### config.mk
export PLATFORM = sky130hd
export DESIGN_NAME = fte_front
export DESIGN_NICKNAME = d
export VERILOG_FILES = /design/src/rtl/fte_pkg.sv /design/src/rtl/fte_front.sv
export SDC_FILE = /design/constraint.sdc
export NUM_CORES = 1
export LEC_CHECK = 0
export ABC_CLOCK_PERIOD_IN_PS = 8250
export BUFFER_PORTS_ARGS = -buffer_cell sky130_fd_sc_hd__buf_2
export CAP_MARGIN = 20
export CORE_ASPECT_RATIO = 2
export CORE_MARGIN = 2
export CORE_UTILIZATION = 43
export CTS_BUF_LIST = sky130_fd_sc_hd__clkbuf_8
export CTS_CLUSTER_DIAMETER = 40
export DETAILED_ROUTE_END_ITERATION = 6
export GPL_ROUTABILITY_DRIVEN = 0
export PLACE_DENSITY = 0.82
export SLEW_MARGIN = 20
export SYNTH_ARGS = -nofsm -noshare
export SYNTH_HDL_FRONTEND = slang
export SYNTH_SLANG_ARGS = --single-unit
### constraint.sdc
create_clock -name clk -period 8.25 [get_ports clk]
set_clock_uncertainty 0.05 [all_clocks]
set_input_delay 0.825 -clock clk [delete_from_list [all_inputs] [get_ports clk]]
set_output_delay 0.825 -clock clk [all_outputs]
set_load 0.1 [all_outputs]
### src/rtl/fte_pkg.sv
package fte_pkg;

  // Default sizes, handed to the top level parameters
  localparam int DEF_TABLE_SLOTS = 64;
  localparam int DEF_HANDLE_BITS = 16;

  // Fixed field widths of the request and response
  localparam int OP_W        = 2;
  localparam int IN_HANDLE_W = 16;
  localparam int STATUS_W    = 3;
  localparam int SLOT_OUT_W  = 6;
  localparam int COUNT_OUT_W = 7;
  localparam int OUT_HANDLE_W = 16;

  // Depth of the queue between front and back
  localparam int QUEUE_DEPTH = 2;

  // Operation codes
  localparam logic [OP_W-1:0] OP_INSERT = 2'd0;
  localparam logic [OP_W-1:0] OP_LOOKUP = 2'd1;
  localparam logic [OP_W-1:0] OP_REMOVE = 2'd2;
  localparam logic [OP_W-1:0] OP_NEXT   = 2'd3;

  // Status codes
  localparam logic [STATUS_W-1:0] ST_NEW     = 3'd0;
  localparam logic [STATUS_W-1:0] ST_UPDATED = 3'd1;
  localparam logic [STATUS_W-1:0] ST_HIT     = 3'd2;
  localparam logic [STATUS_W-1:0] ST_MISS    = 3'd3;
  localparam logic [STATUS_W-1:0] ST_FULL    = 3'd4;

  typedef struct packed {
    logic [31:0] src_ip;
    logic [31:0] dst_ip;
    logic [15:0] sport;
    logic [15:0] dport;
    logic [7:0]  proto;
  } key_t;

  localparam int KEY_W = $bits(key_t);

  typedef struct packed {
    logic [OP_W-1:0]        operation;
    logic [31:0]            src_ip;
    logic [31:0]            dst_ip;
    logic [15:0]            sport;
    logic [15:0]            dport;
    logic [7:0]             proto;
    logic [IN_HANDLE_W-1:0] value_handle;
  } req_t;

  typedef struct packed {
    logic [STATUS_W-1:0]     status;
    logic [SLOT_OUT_W-1:0]   slot;
    logic [COUNT_OUT_W-1:0]  entry_count;
    logic [31:0]             out_src_ip;
    logic [31:0]             out_dst_ip;
    logic [15:0]             out_sport;
    logic [15:0]             out_dport;
    logic [7:0]              out_proto;
    logic [OUT_HANDLE_W-1:0] out_handle;
  } rsp_t;

  // Decoded command passed from front to back
  typedef struct packed {
    logic                   op_insert;
    logic                   op_lookup;
    logic                   op_remove;
    logic                   op_next;
    key_t                   key;
    logic [IN_HANDLE_W-1:0] handle;
  } cmd_t;

endpackage

### src/rtl/fte_front.sv
module fte_front import fte_pkg::*; (
  input  logic clk,
  input  logic rst,
  input  logic req_valid,
  output logic req_stall,
  input  req_t req_data,
  output logic push_valid,
  input  logic push_ready,
  output cmd_t push_cmd
);

  logic held;
  cmd_t cmd;
  cmd_t cmd_next;
  logic take;

  // Decode the operation into one-hot flags and gather the key
  always_comb begin
    cmd_next = '0;
    cmd_next.key.src_ip   = req_data.src_ip;
    cmd_next.key.dst_ip   = req_data.dst_ip;
    cmd_next.key.sport    = req_data.sport;
    cmd_next.key.dport    = req_data.dport;
    cmd_next.key.proto    = req_data.proto;
    cmd_next.handle       = req_data.value_handle;
    case (req_data.operation)
      OP_INSERT: cmd_next.op_insert = 1'b1;
      OP_LOOKUP: cmd_next.op_lookup = 1'b1;
      OP_REMOVE: cmd_next.op_remove = 1'b1;
      OP_NEXT:   cmd_next.op_next   = 1'b1;
      default:   cmd_next.op_next   = 1'b1;
    endcase
  end

  // Hold one decoded request until the queue takes it
  assign req_stall  = held && !push_ready;
  assign take       = req_valid && !req_stall;
  assign push_valid = held;
  assign push_cmd   = cmd;

  always_ff @(posedge clk) begin
    if (rst) begin
      held <= 1'b0;
    end else if (take) begin
      held <= 1'b1;
    end else if (push_ready) begin
      held <= 1'b0;
    end
  end

  always_ff @(posedge clk) begin
    if (take) begin
      cmd <= cmd_next;
    end
  end

endmodule

## Yosys cells after proc, flatten, opt, wreduce, memory -nomap -nowiden

Index checks and enable logic that the tools add are counted.

| word-level totals | value |
|---|---|
| flip-flop bits (word level) | 125 |
| input port bits | 126 |
| output and inout port bits | 126 |

| operators by class | value |
|---|---|
| equality and inequality tests | 3 |
| multiplexer cells | 6 |
| reductions and logical operators | 6 |

Operator list:

| operator | number |
|---|---|
| 2-to-1 mux 1 bit | 6 |
| == test 2 bit (second input constant) | 2 |
| == test 2 x 1 -> 1 bit (second input constant) | 1 |
| logical AND 1 bit | 2 |
| zero test 1 bit | 2 |
| zero test 2 bit | 1 |
| nonzero test 2 bit | 1 |

## Logic depth before layout (Yosys ltp)

| logic depth | value |
|---|---|
| depth after elaboration | 5 |
| depth in mapped cells | 2 |
| depth with buffers taken out | 2 |

## Worst setup path before layout

Ideal clock, no wire load.

| timing | value |
|---|---|
| path kind | reg-to-reg |
| start point | register held (netlist: push_valid) |
| end point | register cmd, in the netlist push_cmd[0] (enable) |
| setup time | 621 ps |
| data arrival time | 6488 ps |
| data required time | 7579 ps |
| setup slack | 1091 ps |
| cell stages (with the launch flop) | 3 |
| period minus slack after synthesis | 7159 ps |
| cell sequence | dfxtp_1 -> nor2b_4 -> nor2b_1 |

| on the way | value |
|---|---|
| longest elaborated chain between the ends | 3 |

RTL lines:

| item | RTL line | RTL |
|---|---|---|
| from (decl) | fte_front.sv:12 | `logic held;` |
| from (signal assigned) | fte_front.sv:43 | `held <= 1'b0;` |
| from (signal assigned) | fte_front.sv:45 | `held <= 1'b1;` |
| from (signal assigned) | fte_front.sv:47 | `held <= 1'b0;` |
| logical AND 1 bit | fte_front.sv:36 | `assign req_stall = held && !push_ready;` |
| via req_stall | fte_front.sv:5 | `output logic req_stall,` |
| zero test 1 bit | fte_front.sv:37 | `assign take = req_valid && !req_stall;` |
| logical AND 1 bit | fte_front.sv:37 |  |
| via take | fte_front.sv:15 | `logic take;` |
| to (signal assigned) | fte_front.sv:53 | `cmd <= cmd_next;` |
| to (decl) | fte_front.sv:13 | `cmd_t cmd;` |

The timed path passes the listed nets, and every way through them passes these cells.
A chain may end at the register's enable or synchronous reset.

## Final worst setup path

| timing | value |
|---|---|
| start point | input port push_ready |
| end point | register cmd, in the netlist push_cmd[44] (enable) |

| on the way | value |
|---|---|
| longest elaborated chain between the ends | 4 |

RTL lines:

| item | RTL line | RTL |
|---|---|---|
| from (decl) | fte_front.sv:8 | `input logic push_ready,` |
| zero test 1 bit | fte_front.sv:36 |  |
| logical AND 1 bit | fte_front.sv:36 |  |
| zero test 1 bit | fte_front.sv:37 |  |
| logical AND 1 bit | fte_front.sv:37 |  |
| via take | fte_front.sv:15 |  |

The timed path passes the listed nets, and every way through them passes these cells.

==> metrics.txt <==
Comb pwr share=22.2%; leakage power=2.410 nW; sw power=526.6 uW; crit path launch type=input port; clock buffer count from CTS=17; Vias=~2300; Slew HR=a little over a third; Site Rows=48; R2R Path Start=push_valid; clock-pin slew on the worst setup and hold paths=0.07 ns; crit end category=register; endpoints failing hold=0; CTS tree=built; wire per inst=16.87 um; Die X=70.44 um; commonest non-fill, non-tap cell in the layout=buf_2; hold_sp=req_data[3]; Critical Path Source=push_ready; Setup TNS Final=0 ns; Highest Clock Rate=400.1 MHz; Detail Placement HPWL=about 6700 um; Nets=approximately 530; CTS root buffer=clkbuf_8; post-synthesis sequential area ratio=98.62%; final worst-path cycle share=a little under a third; # Post-CTS Setup Buffers=0; CP Data Required Time=8.24 ns; sw frac=around a third; drt pass-1 iters=4; vias in the first global route=between 2000 and 2500; Core ar.=8588 sq um; R2R depth=3; Critical Path Fanout Max=89; CTS sink count=125; min cycle time layout=2.500 ns; Remaining DRCs=0; post-synth design cell area=3796 sq um; finished layout cell area=5539 sq um; Hold Path Class=input port to register; worst slew pin tran=approximately 0.97 ns; Mean Syn Cell Area=28.76 sq um; register-to-register setup slack=about 6 ns; Core Util, Final=64.50%; largest net degree at the start of global routing=90; Min Hold Slack=roughly 0.53 ns; initial core utilization=between 40 and 50%; flops & latches, synth=125; Post-Syn Instances=between 100 and 150; Synth cell types=7; Internal=1.018 mW; Setup crit end=push_cmd[44]; WHS Path Cells=1; dpl cell area=slightly above 5000 sq um; Post-Syn Nets=258; most frequent cells in the layout=251 x buf_2, 124 x edfxtp_1, 17 x clkbuf_8, 5 x clkinv_2, 3 x clkinvlp_4; ANT nets after route=0; synth-to-layout area growth=45.91%; height of the die=136.9 um; part of the power in registers=48.6%; Critical R2R Capture=push_cmd[44]; all-layer global routing usage=17.44%; VDD IR max=roughly 0.27 mV; Clk network pwr share=between 20% and 30%; hold_buf cts=0; Yosys Warn Count=0; CP Class=input port to register; Crit path arrival time=2.49 ns; status=finished, final reports clean; Gates resized, CTS repair=0; layout cells sized above 1=a little under 70%; CTS Buffer Depth=2; Clock Latency Late Sink=0.42 ns; PortBufs=between 200 and 300; num ports=~250; initial antenna violation count=1; drt total wl=8703 um; H-tree depth=4; Power Density=about 280 nW/um^2; remaining global-route overflow=0; Slew Viols, Final=0; die area=9641 sq um; global-route wire length before repair=11910 um; RSZ-0062 raised after global routing=no; max cap viols=0; final setup fails=0; vias per cell=4.521; Initial DRC Count=144
-- cell usage after synthesis (all sizes together) --
master  instances  share of area (%)
and2            1               0.16
nor2            1              0.099
edfxtp        124                 98
nor2b           4               0.86
dfxtp           1               0.53
o21ba           1               0.26
-- power by group through the flow --
stage | combinational, mW | sequential, mW | clock, mW
after floorplan | 0.0141 | 1.03 | 0
after global placement | 0.341 | 0.764 | 0
after detailed placement | 0.345 | 0.766 | 0
after CTS | 0.345 | 0.752 | 0.464
after global routing | 0.351 | 0.754 | 0.491
final | 0.344 | 0.751 | 0.450
-- how the worst min path moves through the flow --
stage	endpoint
CTS	push_cmd[70]
global placement	push_valid
finish	push_cmd[3]
detailed placement	push_valid
global route	push_cmd[62]
floorplan	push_cmd[0]
-- layout make-up --
type	count	area, sq um
clock inverters	14	106.4
fillers	638	3049
multi-input cells	7	60.06
clock buffers	17	234.0
well taps	100	125.1
diodes	1	2.502
repair buffers	252	1267
flip-flops and latches	125	3744
-- stage by stage --
stage,cells,setup WS (ns),power (mW)
2_1_floorplan,132,1.091,1.047
3_3_place_gp,484,5.192,1.105
3_5_place_dp,484,5.058,1.111
4_1_cts,515,5.514,1.561
5_1_grt,516,5.628,1.597
6_report,516,5.750,1.545
-- sequential cells by signal (all words and copies together) (netlist names) --
| register | count |
|---|---|
| push_cmd | 124 |
| push_valid | 1 |
-- metal layers --
| layer | GRT usage [%] | vias to the layer above | wire length, um |
|---|---|---|---|
| li1 | - | 1076 | - |
| met1 | 18.54 | 1094 | 3004 |
| met2 | 28.35 | 143 | 4725 |
| met3 | 7.290 | 20 | 701 |
| met4 | 11.00 | 0 | 271 |
| met5 | 0 | - | 0 |
-- cells by family after synthesis --
family	after synthesis	share of synthesized area, %
DFF	125	98.62
and+or+nand+nor	6	1.121
AOI/OAI and AO/OA	1	0.2637
-- critical path, cell delays in order --
cell	delay (ns)
buf_2	0.10
nor2b_4	0.05
nor2b_4	0.76
buf_6	0.68
Power figures use the tool's default switching activity.
