**config.mk**
```make
export PLATFORM = sky130hd
export DESIGN_NAME = fte_queue
export DESIGN_NICKNAME = d
export VERILOG_FILES = /design/src/rtl/fte_pkg.sv /design/src/rtl/fte_queue.sv
export SDC_FILE = /design/constraint.sdc
export NUM_CORES = 1
export LEC_CHECK = 0
export BUFFER_PORTS_ARGS = -buffer_cell sky130_fd_sc_hd__buf_2
export CORE_ASPECT_RATIO = 0.75
export CORE_MARGIN = 1.5
export CORE_UTILIZATION = 56
export DETAILED_ROUTE_END_ITERATION = 6
export PLACE_DENSITY = 0.81
export SYNTH_ARGS = -nofsm -noshare
export SYNTH_HDL_FRONTEND = slang
export SYNTH_SLANG_ARGS = --single-unit
```
**constraint.sdc**
```tcl
create_clock -name clk -period 10.4 [get_ports clk]
set_input_delay 2.08 -clock clk [delete_from_list [all_inputs] [get_ports clk]]
set_output_delay 2.08 -clock clk [all_outputs]
set_load 0.1 [all_outputs]
```
**src/rtl/fte_pkg.sv**
```systemverilog
package fte_pkg;

  // Default sizes, handed to the top level parameters
  localparam int DEF_TABLE_SLOTS = 64;
  localparam int DEF_HANDLE_BITS = 16;

  // Fixed field widths of the request and response
  localparam int OP_W        = 2;
  localparam int IN_HANDLE_W = 16;
  localparam int STATUS_W    = 3;
  localparam int SLOT_OUT_W  = 6;
  localparam int COUNT_OUT_W = 7;
  localparam int OUT_HANDLE_W = 16;

  // Depth of the queue between front and back
  localparam int QUEUE_DEPTH = 2;

  // Operation codes
  localparam logic [OP_W-1:0] OP_INSERT = 2'd0;
  localparam logic [OP_W-1:0] OP_LOOKUP = 2'd1;
  localparam logic [OP_W-1:0] OP_REMOVE = 2'd2;
  localparam logic [OP_W-1:0] OP_NEXT   = 2'd3;

  // Status codes
  localparam logic [STATUS_W-1:0] ST_NEW     = 3'd0;
  localparam logic [STATUS_W-1:0] ST_UPDATED = 3'd1;
  localparam logic [STATUS_W-1:0] ST_HIT     = 3'd2;
  localparam logic [STATUS_W-1:0] ST_MISS    = 3'd3;
  localparam logic [STATUS_W-1:0] ST_FULL    = 3'd4;

  typedef struct packed {
    logic [31:0] src_ip;
    logic [31:0] dst_ip;
    logic [15:0] sport;
    logic [15:0] dport;
    logic [7:0]  proto;
  } key_t;

  localparam int KEY_W = $bits(key_t);

  typedef struct packed {
    logic [OP_W-1:0]        operation;
    logic [31:0]            src_ip;
    logic [31:0]            dst_ip;
    logic [15:0]            sport;
    logic [15:0]            dport;
    logic [7:0]             proto;
    logic [IN_HANDLE_W-1:0] value_handle;
  } req_t;

  typedef struct packed {
    logic [STATUS_W-1:0]     status;
    logic [SLOT_OUT_W-1:0]   slot;
    logic [COUNT_OUT_W-1:0]  entry_count;
    logic [31:0]             out_src_ip;
    logic [31:0]             out_dst_ip;
    logic [15:0]             out_sport;
    logic [15:0]             out_dport;
    logic [7:0]              out_proto;
    logic [OUT_HANDLE_W-1:0] out_handle;
  } rsp_t;

  // Decoded command passed from front to back
  typedef struct packed {
    logic                   op_insert;
    logic                   op_lookup;
    logic                   op_remove;
    logic                   op_next;
    key_t                   key;
    logic [IN_HANDLE_W-1:0] handle;
  } cmd_t;

endpackage

```
**src/rtl/fte_queue.sv**
```systemverilog
module fte_queue import fte_pkg::*; (
  input  logic clk,
  input  logic rst,
  input  logic push_valid,
  output logic push_ready,
  input  cmd_t push_cmd,
  output logic pop_valid,
  input  logic pop,
  output cmd_t pop_cmd
);

  localparam int PTR_W = (QUEUE_DEPTH > 1) ? $clog2(QUEUE_DEPTH) : 1;
  localparam int CNT_W = $clog2(QUEUE_DEPTH + 1);

  cmd_t             entries [QUEUE_DEPTH];
  logic [PTR_W-1:0] wr_ptr;
  logic [PTR_W-1:0] rd_ptr;
  logic [CNT_W-1:0] fill;
  logic             do_push;
  logic             do_pop;

  assign push_ready = (fill != CNT_W'(QUEUE_DEPTH));
  assign pop_valid  = (fill != '0);
  assign pop_cmd    = entries[rd_ptr];
  assign do_push    = push_valid && push_ready;
  assign do_pop     = pop && pop_valid;

  // Pointers wrap at the queue depth
  always_ff @(posedge clk) begin
    if (rst) begin
      wr_ptr <= '0;
      rd_ptr <= '0;
      fill   <= '0;
    end else begin
      if (do_push) begin
        wr_ptr <= (wr_ptr == PTR_W'(QUEUE_DEPTH - 1)) ? '0 : wr_ptr + PTR_W'(1);
      end
      if (do_pop) begin
        rd_ptr <= (rd_ptr == PTR_W'(QUEUE_DEPTH - 1)) ? '0 : rd_ptr + PTR_W'(1);
      end
      if (do_push && !do_pop) begin
        fill <= fill + CNT_W'(1);
      end else if (do_pop && !do_push) begin
        fill <= fill - CNT_W'(1);
      end
    end
  end

  always_ff @(posedge clk) begin
    if (do_push) begin
      entries[wr_ptr] <= push_cmd;
    end
  end

endmodule

```
Word level (Yosys, flattened, before mapping) --
Memory sizes are Yosys's and may differ from the RTL's. A register that Yosys moved wholly into a read port is not among the register bits. Cells that the tools add are included.
Word-level totals: register bits 4, bits in writable memories 248, memories 1, input bits 128, output and inout port bits 126, logic and storage cells 25
Memories:
- entries | depth 2, width 124, rd ports 1, clocked after memory_dff 1, wr ports 1, RTL line fte_queue.sv:15 | cmd_t entries [QUEUE_DEPTH];
Operators by class: mux-type cells 8, eq/ne operators 1, reduce and logical (&&, ||, !) cells 8, $add $sub $neg 4
Operator list (number):
- $mux 1 | 6
- $logic_and 1x1->1 | 4
- $mux 2 | 2
- $reduce_bool 2->1 | 2
- $add 1x1->1 const B | 2
- $add 2x1->2 const B | 1
- $logic_not 1->1 | 2
- $ne 2x2->1 const B | 1
- $sub 2x1->2 const B | 1

Longest topological paths before layout --
Gate-level depths: netlist of run 1.
word-level depth 6, mapped depth 6, gate-level depth less buffers 6

Worst setup path after synthesis of run 1 --
Ideal clock, no wire load.
kind in2reg, from in push_valid, to mem entries[1][0] in the netlist's numbering, enable pin, path slack 4.915 ns, stages on the path 1, setup time 0.498 ns, data required time 9.902 ns, path buffers 0, data arrival time 4.987 ns, path through and3_1
On the way: longest elaborated chain between the ends 3
Ends and longest elaborated chain:
- start: declaration | RTL line fte_queue.sv:4 | input logic push_valid,
- $logic_and 1x1->1 | RTL line fte_queue.sv:25 | assign do_push = push_valid && push_ready;
- $mux 1 | RTL line fte_queue.sv:50 | if (do_push) begin
- $mux 1 (not written as such) | RTL line fte_queue.sv:51 | entries[wr_ptr] <= push_cmd;
- end: declaration | RTL line fte_queue.sv:15
No other way between the ends.

==> results of run 1 <==
## per-stage QoR
step | setup WS [ns] | util, %
4_1_cts | 5.06 | 71.3
6_report | 5.08 | 71.3
3_5_place_dp | 5.60 | 66.9
5_1_grt | 4.93 | 71.3
3_3_place_gp | 5.62 | 66.9
2_1_floorplan | 4.92 | -
## cell usage after synthesis
master    count  area [um2]
a21bo_2       1        10.0
a21oi_1       2        10.0
and2_1        1        6.26
and3_1        1        6.26
buf_2         6        30.0
buf_6         8        90.1
dfxtp_1       5         100
edfxtp_1    248        7450
ha_1          1        12.5
inv_1         1        3.75
mux2_2       64         721
mux2_4       60         901
nand2b_1      1        6.26
nand3b_1      1        7.51
nor2_1        3        11.3
o21ai_0       2        10.0
or2_2         1        6.26
or3_1         1        6.26
xor2_1        3        26.3
## layer usage
layer | global-route usage (%) | routed length [um] | up-vias
li1 | - | - | 2162
met1 | 25.2 | 6930 | 2341
met2 | 33.7 | 8710 | 227
met3 | 5.65 | 1540 | 23
met4 | 5.26 | 298 | 2
met5 | 0 | 7 | -
## flip-flops by register name, summed over array words and instances (netlist names), named ones only
register  cells
entries     248
fill          2
rd_ptr        1
wr_ptr        1
## area by class of cell
type	count	area [um2]	area share (%)
flip-flops and latches	253	7550	65.3
multi-input cells	142	1750	15.1
repair buffers	256	1290	11.1
clock buffers	30	644	5.57
well taps	210	263	2.27
clock inverters	12	60.1	0.519
inverters	1	6.26	0.0541
diodes	2	5.00	0.0433
## placed cells by master (no fill, tap or decap)
| master | instances |
|---|---|
| mux2_2 | 64 |
| buf_2 | 253 |
| dfxtp_4 | 1 |
| nor2_1 | 3 |
| xor2_1 | 3 |
| clkinv_2 | 6 |
| edfxtp_1 | 248 |
| o21ai_0 | 2 |
| or3_1 | 1 |
| nand2b_1 | 1 |
| dfxtp_1 | 4 |
| ha_1 | 1 |
| a21bo_2 | 1 |
| clkbuf_1 | 5 |
| diode_2 | 2 |
| clkbuf_16 | 25 |
| and3_4 | 1 |
| a21oi_1 | 2 |
| clkinvlp_4 | 2 |
| buf_4 | 3 |
| clkinv_1 | 4 |
| inv_4 | 1 |
| and2_1 | 1 |
| or2_2 | 1 |
| mux2_4 | 60 |
| nand3b_1 | 1 |
## critical path: stages (launching register included)
cell and delay [ns]:
dfxtp_4 0.93, buf_4 0.91, mux2_2 0.35, buf_2 0.44
## how the worst min path moves through the flow
stage               end  cells after the start
2_1_floorplan   fill[1]                      2
3_3_place_gp     rd_ptr                      2
3_5_place_dp   register                      2
4_1_cts        register                      2
5_1_grt        register                      2
6_report       register                      2
## logic make-up after synthesis
kind of cell	Yosys count	synth area share [%]
buffers and inverters	15	1.32
adder cells (fa/ha/maj)	1	0.133
XOR/XNOR	3	0.279
AO/OA/AOI/OAI	5	0.319
AND/OR/NAND/NOR	9	0.532
flip-flops	253	80.2
multiplexers	124	17.2
==> flow_metrics.env, run 1 <==
export IMPL_status="finished, final reports clean"
export IMPL_final_area_um2=11600
export IMPL_clockBufferDepth=3
export IMPL_syn_inst=410
export IMPL_wl_per_cell_um=19.3
export IMPL_syn_area_um2=9410
export IMPL_hold_ws_ns=0.505
export IMPL_finalHoldViolCount=0
export IMPL_setup_tns_ns=0
export IMPL_drcViolationCount=0
export IMPL_rr_endpoint="entries[1][5]"
export IMPL_core_um2=16200
export IMPL_max_freq_mhz=188
export IMPL_hold_path_class="register to register"
export IMPL_layout_min_cycle_time_ns=5.32
export IMPL_antenna_left=0
export IMPL_grt_use_total_pct=19.7
export IMPL_grt_pass1_wl_um=26500
export IMPL_num_vias=4755
export IMPL_r2r_cells=3
export IMPL_clkLatencyLatePin_ns=0.50
export IMPL_post_cts_resized=0
export IMPL_grt_overflow=0
export IMPL_io_buffers=253
export IMPL_firstDrtPassIters=4
export IMPL_ys_seq_area_share_pct=80.2
export IMPL_drt_iter0_markers=285
export IMPL_hpwl_um=11400
export IMPL_relSlewSlack_pct=28.3
export IMPL_setup_viol_count_final=0
export IMPL_fp_dieArea_um2=17600
export IMPL_start_kind="register"
export IMPL_vias_per_cell=5.25
export IMPL_clkTransAtPathRegs_ns=0.06
export IMPL_hp_start="rd_ptr"
export IMPL_cts_tree="done"
export IMPL_area_delta_synth_final_pct=22.9
export IMPL_rrSetupSlack_ns=7.71
export IMPL_final_nets=807
export IMPL_syn_avg_cell_area_um2=23.0
export IMPL_end_kind="output pin"
export IMPL_synth_cell_types=19
export IMPL_clock_root_buffer="clkbuf_16"
export IMPL_wl_um=17500
export IMPL_dp_cells=862
export IMPL_clock_sinks=253
export IMPL_maxCapViolCount=0
export IMPL_reg2reg_from="fill[0]"
export IMPL_crit_type="register to output pin"
export IMPL_stdcell_count=906
export IMPL_rows=40
export IMPL_worstMarginPinSlew_ns=1.08
export IMPL_grt_max_degree=69
export IMPL_synth_fp_nets=539
export IMPL_critPathMaxFanout=68
export IMPL_dpl_cell_area_um2=10900
export IMPL_fin_crit_sh_pct=51.1
export IMPL_cts_made_buffers=24
export IMPL_finalClockSkew_ns=0.00843
export IMPL_holdBufCountCts=0
export IMPL_critPathCapture="pop_cmd[4]"
export IMPL_fillers=994
export IMPL_antenna_found_initial=3
export IMPL_gp_congestion=0.806
export IMPL_htreeDepth=1
export IMPL_initial_core_util_pct=58.0
export IMPL_crit_arrival_ns=3.24
export IMPL_slew_viol_final=0
export IMPL_io_pins=254
export IMPL_postCtsSetupRepairBufs=0
export IMPL_grt_pass1_vias=4919
export IMPL_ys_seq_elements=253
export IMPL_synth_warnings=0
export IMPL_drive_above_1_share_pct=60.2
export IMPL_die_y_um=115
export IMPL_cp_required_ns=8.32
export IMPL_rsz0062_at_grt="no"
export IMPL_die_x_um=153
Power of run 1 is not shown: default switching activity piles up to over one toggle a cycle in this logic, so the estimate is an artifact.
==> inputs of run 2 (changes only) <==
--- a/config.mk
+++ b/config.mk
@@ -8,9 +8,9 @@
 export BUFFER_PORTS_ARGS = -buffer_cell sky130_fd_sc_hd__buf_2
 export CORE_ASPECT_RATIO = 0.75
 export CORE_MARGIN = 1.5
-export CORE_UTILIZATION = 56
+export CORE_UTILIZATION = 47
 export DETAILED_ROUTE_END_ITERATION = 6
-export PLACE_DENSITY = 0.81
+export PLACE_DENSITY = 0.73
 export SYNTH_ARGS = -nofsm -noshare
 export SYNTH_HDL_FRONTEND = slang
 export SYNTH_SLANG_ARGS = --single-unit
==> constraint.sdc (replaced) <==
create_clock -name clk -period 4.8 [get_ports clk]
set_input_delay 0.96 -clock clk [delete_from_list [all_inputs] [get_ports clk]]
set_output_delay 0.96 -clock clk [all_outputs]
set_load 0.1 [all_outputs]
==> run 2 against run 1 <==
Effect of this change:
- the run now ends with design-rule violations left
- count of clock-buffer cells in the layout fell by 3
- cell area rose by 1.1%
- sequential share of layout area fell by 0.69 points
- cell count rose by 4.9%
- sequential cell count did not move
- clock skew rose by 0.0075 ns
- die area rose by 19%
- non-clock buffer count rose by 1
- core utilization fell by 11 points
- via count fell by 2.6%
- wire length fell by 0.37%
- critical path type unchanged
==> flow_metrics.env, run 2 (synthesized netlist as in run 1, its figures left out) <==
export IMPL_status="finished with violations"
export IMPL_violations="design-rule violations"
export IMPL_setup_viol_count_final=0
export IMPL_fin_crit_sh_pct=68.0
export IMPL_reg2reg_from="fill[0]"
export IMPL_whs_endpoint="fill[1]"
export IMPL_largest_reg_flops=248
export IMPL_clock_sinks=253
export IMPL_grt_pass1_wl_um=26300
export IMPL_hpwl_um=11900
export IMPL_postCtsSetupRepairBufs=0
export IMPL_worstMarginPinSlew_ns=1.05
export IMPL_rsz0062_at_grt="no"
export IMPL_cts_made_buffers=25
export IMPL_initial_core_util_pct=48.3
export IMPL_whs_path_depth=2
export IMPL_dp_slack_ns=2.03
export IMPL_hold_ws_ns=0.528
export IMPL_htreeDepth=1
export IMPL_hold_path_class="register to register"
export IMPL_layout_min_cycle_time_ns=3.26
export IMPL_critPathMaxFanout=36
export IMPL_grt_max_degree=81
export IMPL_wl_per_cell_um=18.3
export IMPL_crit_type="register to output pin"
export IMPL_die_x_um=166
export IMPL_fp_dieArea_um2=20900
export IMPL_antenna_left=0
export IMPL_drt_iter0_markers=291
export IMPL_finalClockSkew_ns=0.0159
export IMPL_slew_viol_final=0
export IMPL_setup_tns_ns=0
export IMPL_rrSetupSlack_ns=2.47
export IMPL_top_register="entries"
export IMPL_holdBufCountCts=0
export IMPL_max_freq_mhz=306
export IMPL_clkLatencyLatePin_ns=0.50
export IMPL_io_buffers=253
export IMPL_final_cell_mix="buf_2 (253), edfxtp_1 (248), mux2_2 (64)"
export IMPL_dp_cells=906
export IMPL_wl_um=17400
export IMPL_maxCapViolCount=0
export IMPL_r2r_cells=4
export IMPL_rr_endpoint="entries[0][118]"
export IMPL_num_vias=4630
export IMPL_start_kind="register"
export IMPL_end_kind="output pin"
export IMPL_drive_above_1_share_pct=60.1
export IMPL_finalHoldViolCount=0
export IMPL_cts_tree="done"
export IMPL_grt_overflow=0
export IMPL_crit_arrival_ns=2.30
export IMPL_setup_slack_ns=1.54
export IMPL_antenna_found_initial=3
export IMPL_rows=44
export IMPL_clockBufferDepth=3
export IMPL_area_delta_synth_final_pct=24.2
export IMPL_relSlewSlack_pct=29.8
export IMPL_clock_root_buffer="clkbuf_16"
export IMPL_clkTransAtPathRegs_ns=0.06
export IMPL_stdcell_count=950
export IMPL_hp_start="fill[1]"
export IMPL_final_nets=809
export IMPL_die_y_um=126
export IMPL_drcViolationCount=36
export IMPL_io_pins=254
export IMPL_post_cts_resized=0
export IMPL_core_um2=19500
export IMPL_vias_per_cell=4.87
export IMPL_grt_pass1_vias=4855
export IMPL_largestRegisters="entries: 248 flops, fill: 2 flops"
export IMPL_firstDrtPassIters=7
export IMPL_cp_required_ns=3.84
export IMPL_layout_commonest_cell="buf_2"
export IMPL_grt_use_total_pct=16.3
export IMPL_gp_congestion=0.768
[run 2: cell count changes in the layout (fill, tap and decap cells not counted)]
cell       change
buf_12         +3
clkinv_1       +4
bufinv_16      +1
buf_4          -2
clkinv_2       -2
clkbuf_1       -3
[run 2: worst max-delay path, cell delays in order, from the launching register on]
cell	delay [ns]
dfxtp_4	0.50
buf_4	0.56
mux2_2	0.41
buf_2	0.29
[run 2: worst max path at each step]
stage          slack (ns)         endpoint  cells past startpoint
6_report             1.54       pop_cmd[1]                      3
5_1_grt              1.44       pop_cmd[1]                      3
3_3_place_gp         2.06   entries[0][24]                      4
2_1_floorplan        0.03    entries[1][0]                      2
4_1_cts              1.51       pop_cmd[1]                      3
3_5_place_dp         2.03  entries[0][105]                      4
[run 2: layout make-up]
class / count / area (um2)
diodes: 2 / 5.00
repair buffers: 257 / 1330
multi-input cells: 142 / 1750
inverters: 1 / 6.26
clock buffers: 27 / 633
fillers: 1466 / 7800
well taps: 253 / 317
flip-flops and latches: 253 / 7550
clock inverters: 15 / 95.1
[run 2: per-stage QoR]
stage          cell area (um2)  util [%]
2_1_floorplan             9410         -
3_3_place_gp             11000      56.2
3_5_place_dp             11000      56.2
4_1_cts                  11700      59.9
5_1_grt                  11700      59.9
6_report                 11700      60.0
[run 2: layer usage]
metal  track usage (%)  vias to the layer above  wire length, um
met5                 0                        -                7
met4              3.85                        2              320
met3              6.01                       24             1750
met2              26.8                      206             8010
met1              20.7                     2222             7330
li1                  -                     2176                -
Power of run 2 is left out for the same reason.
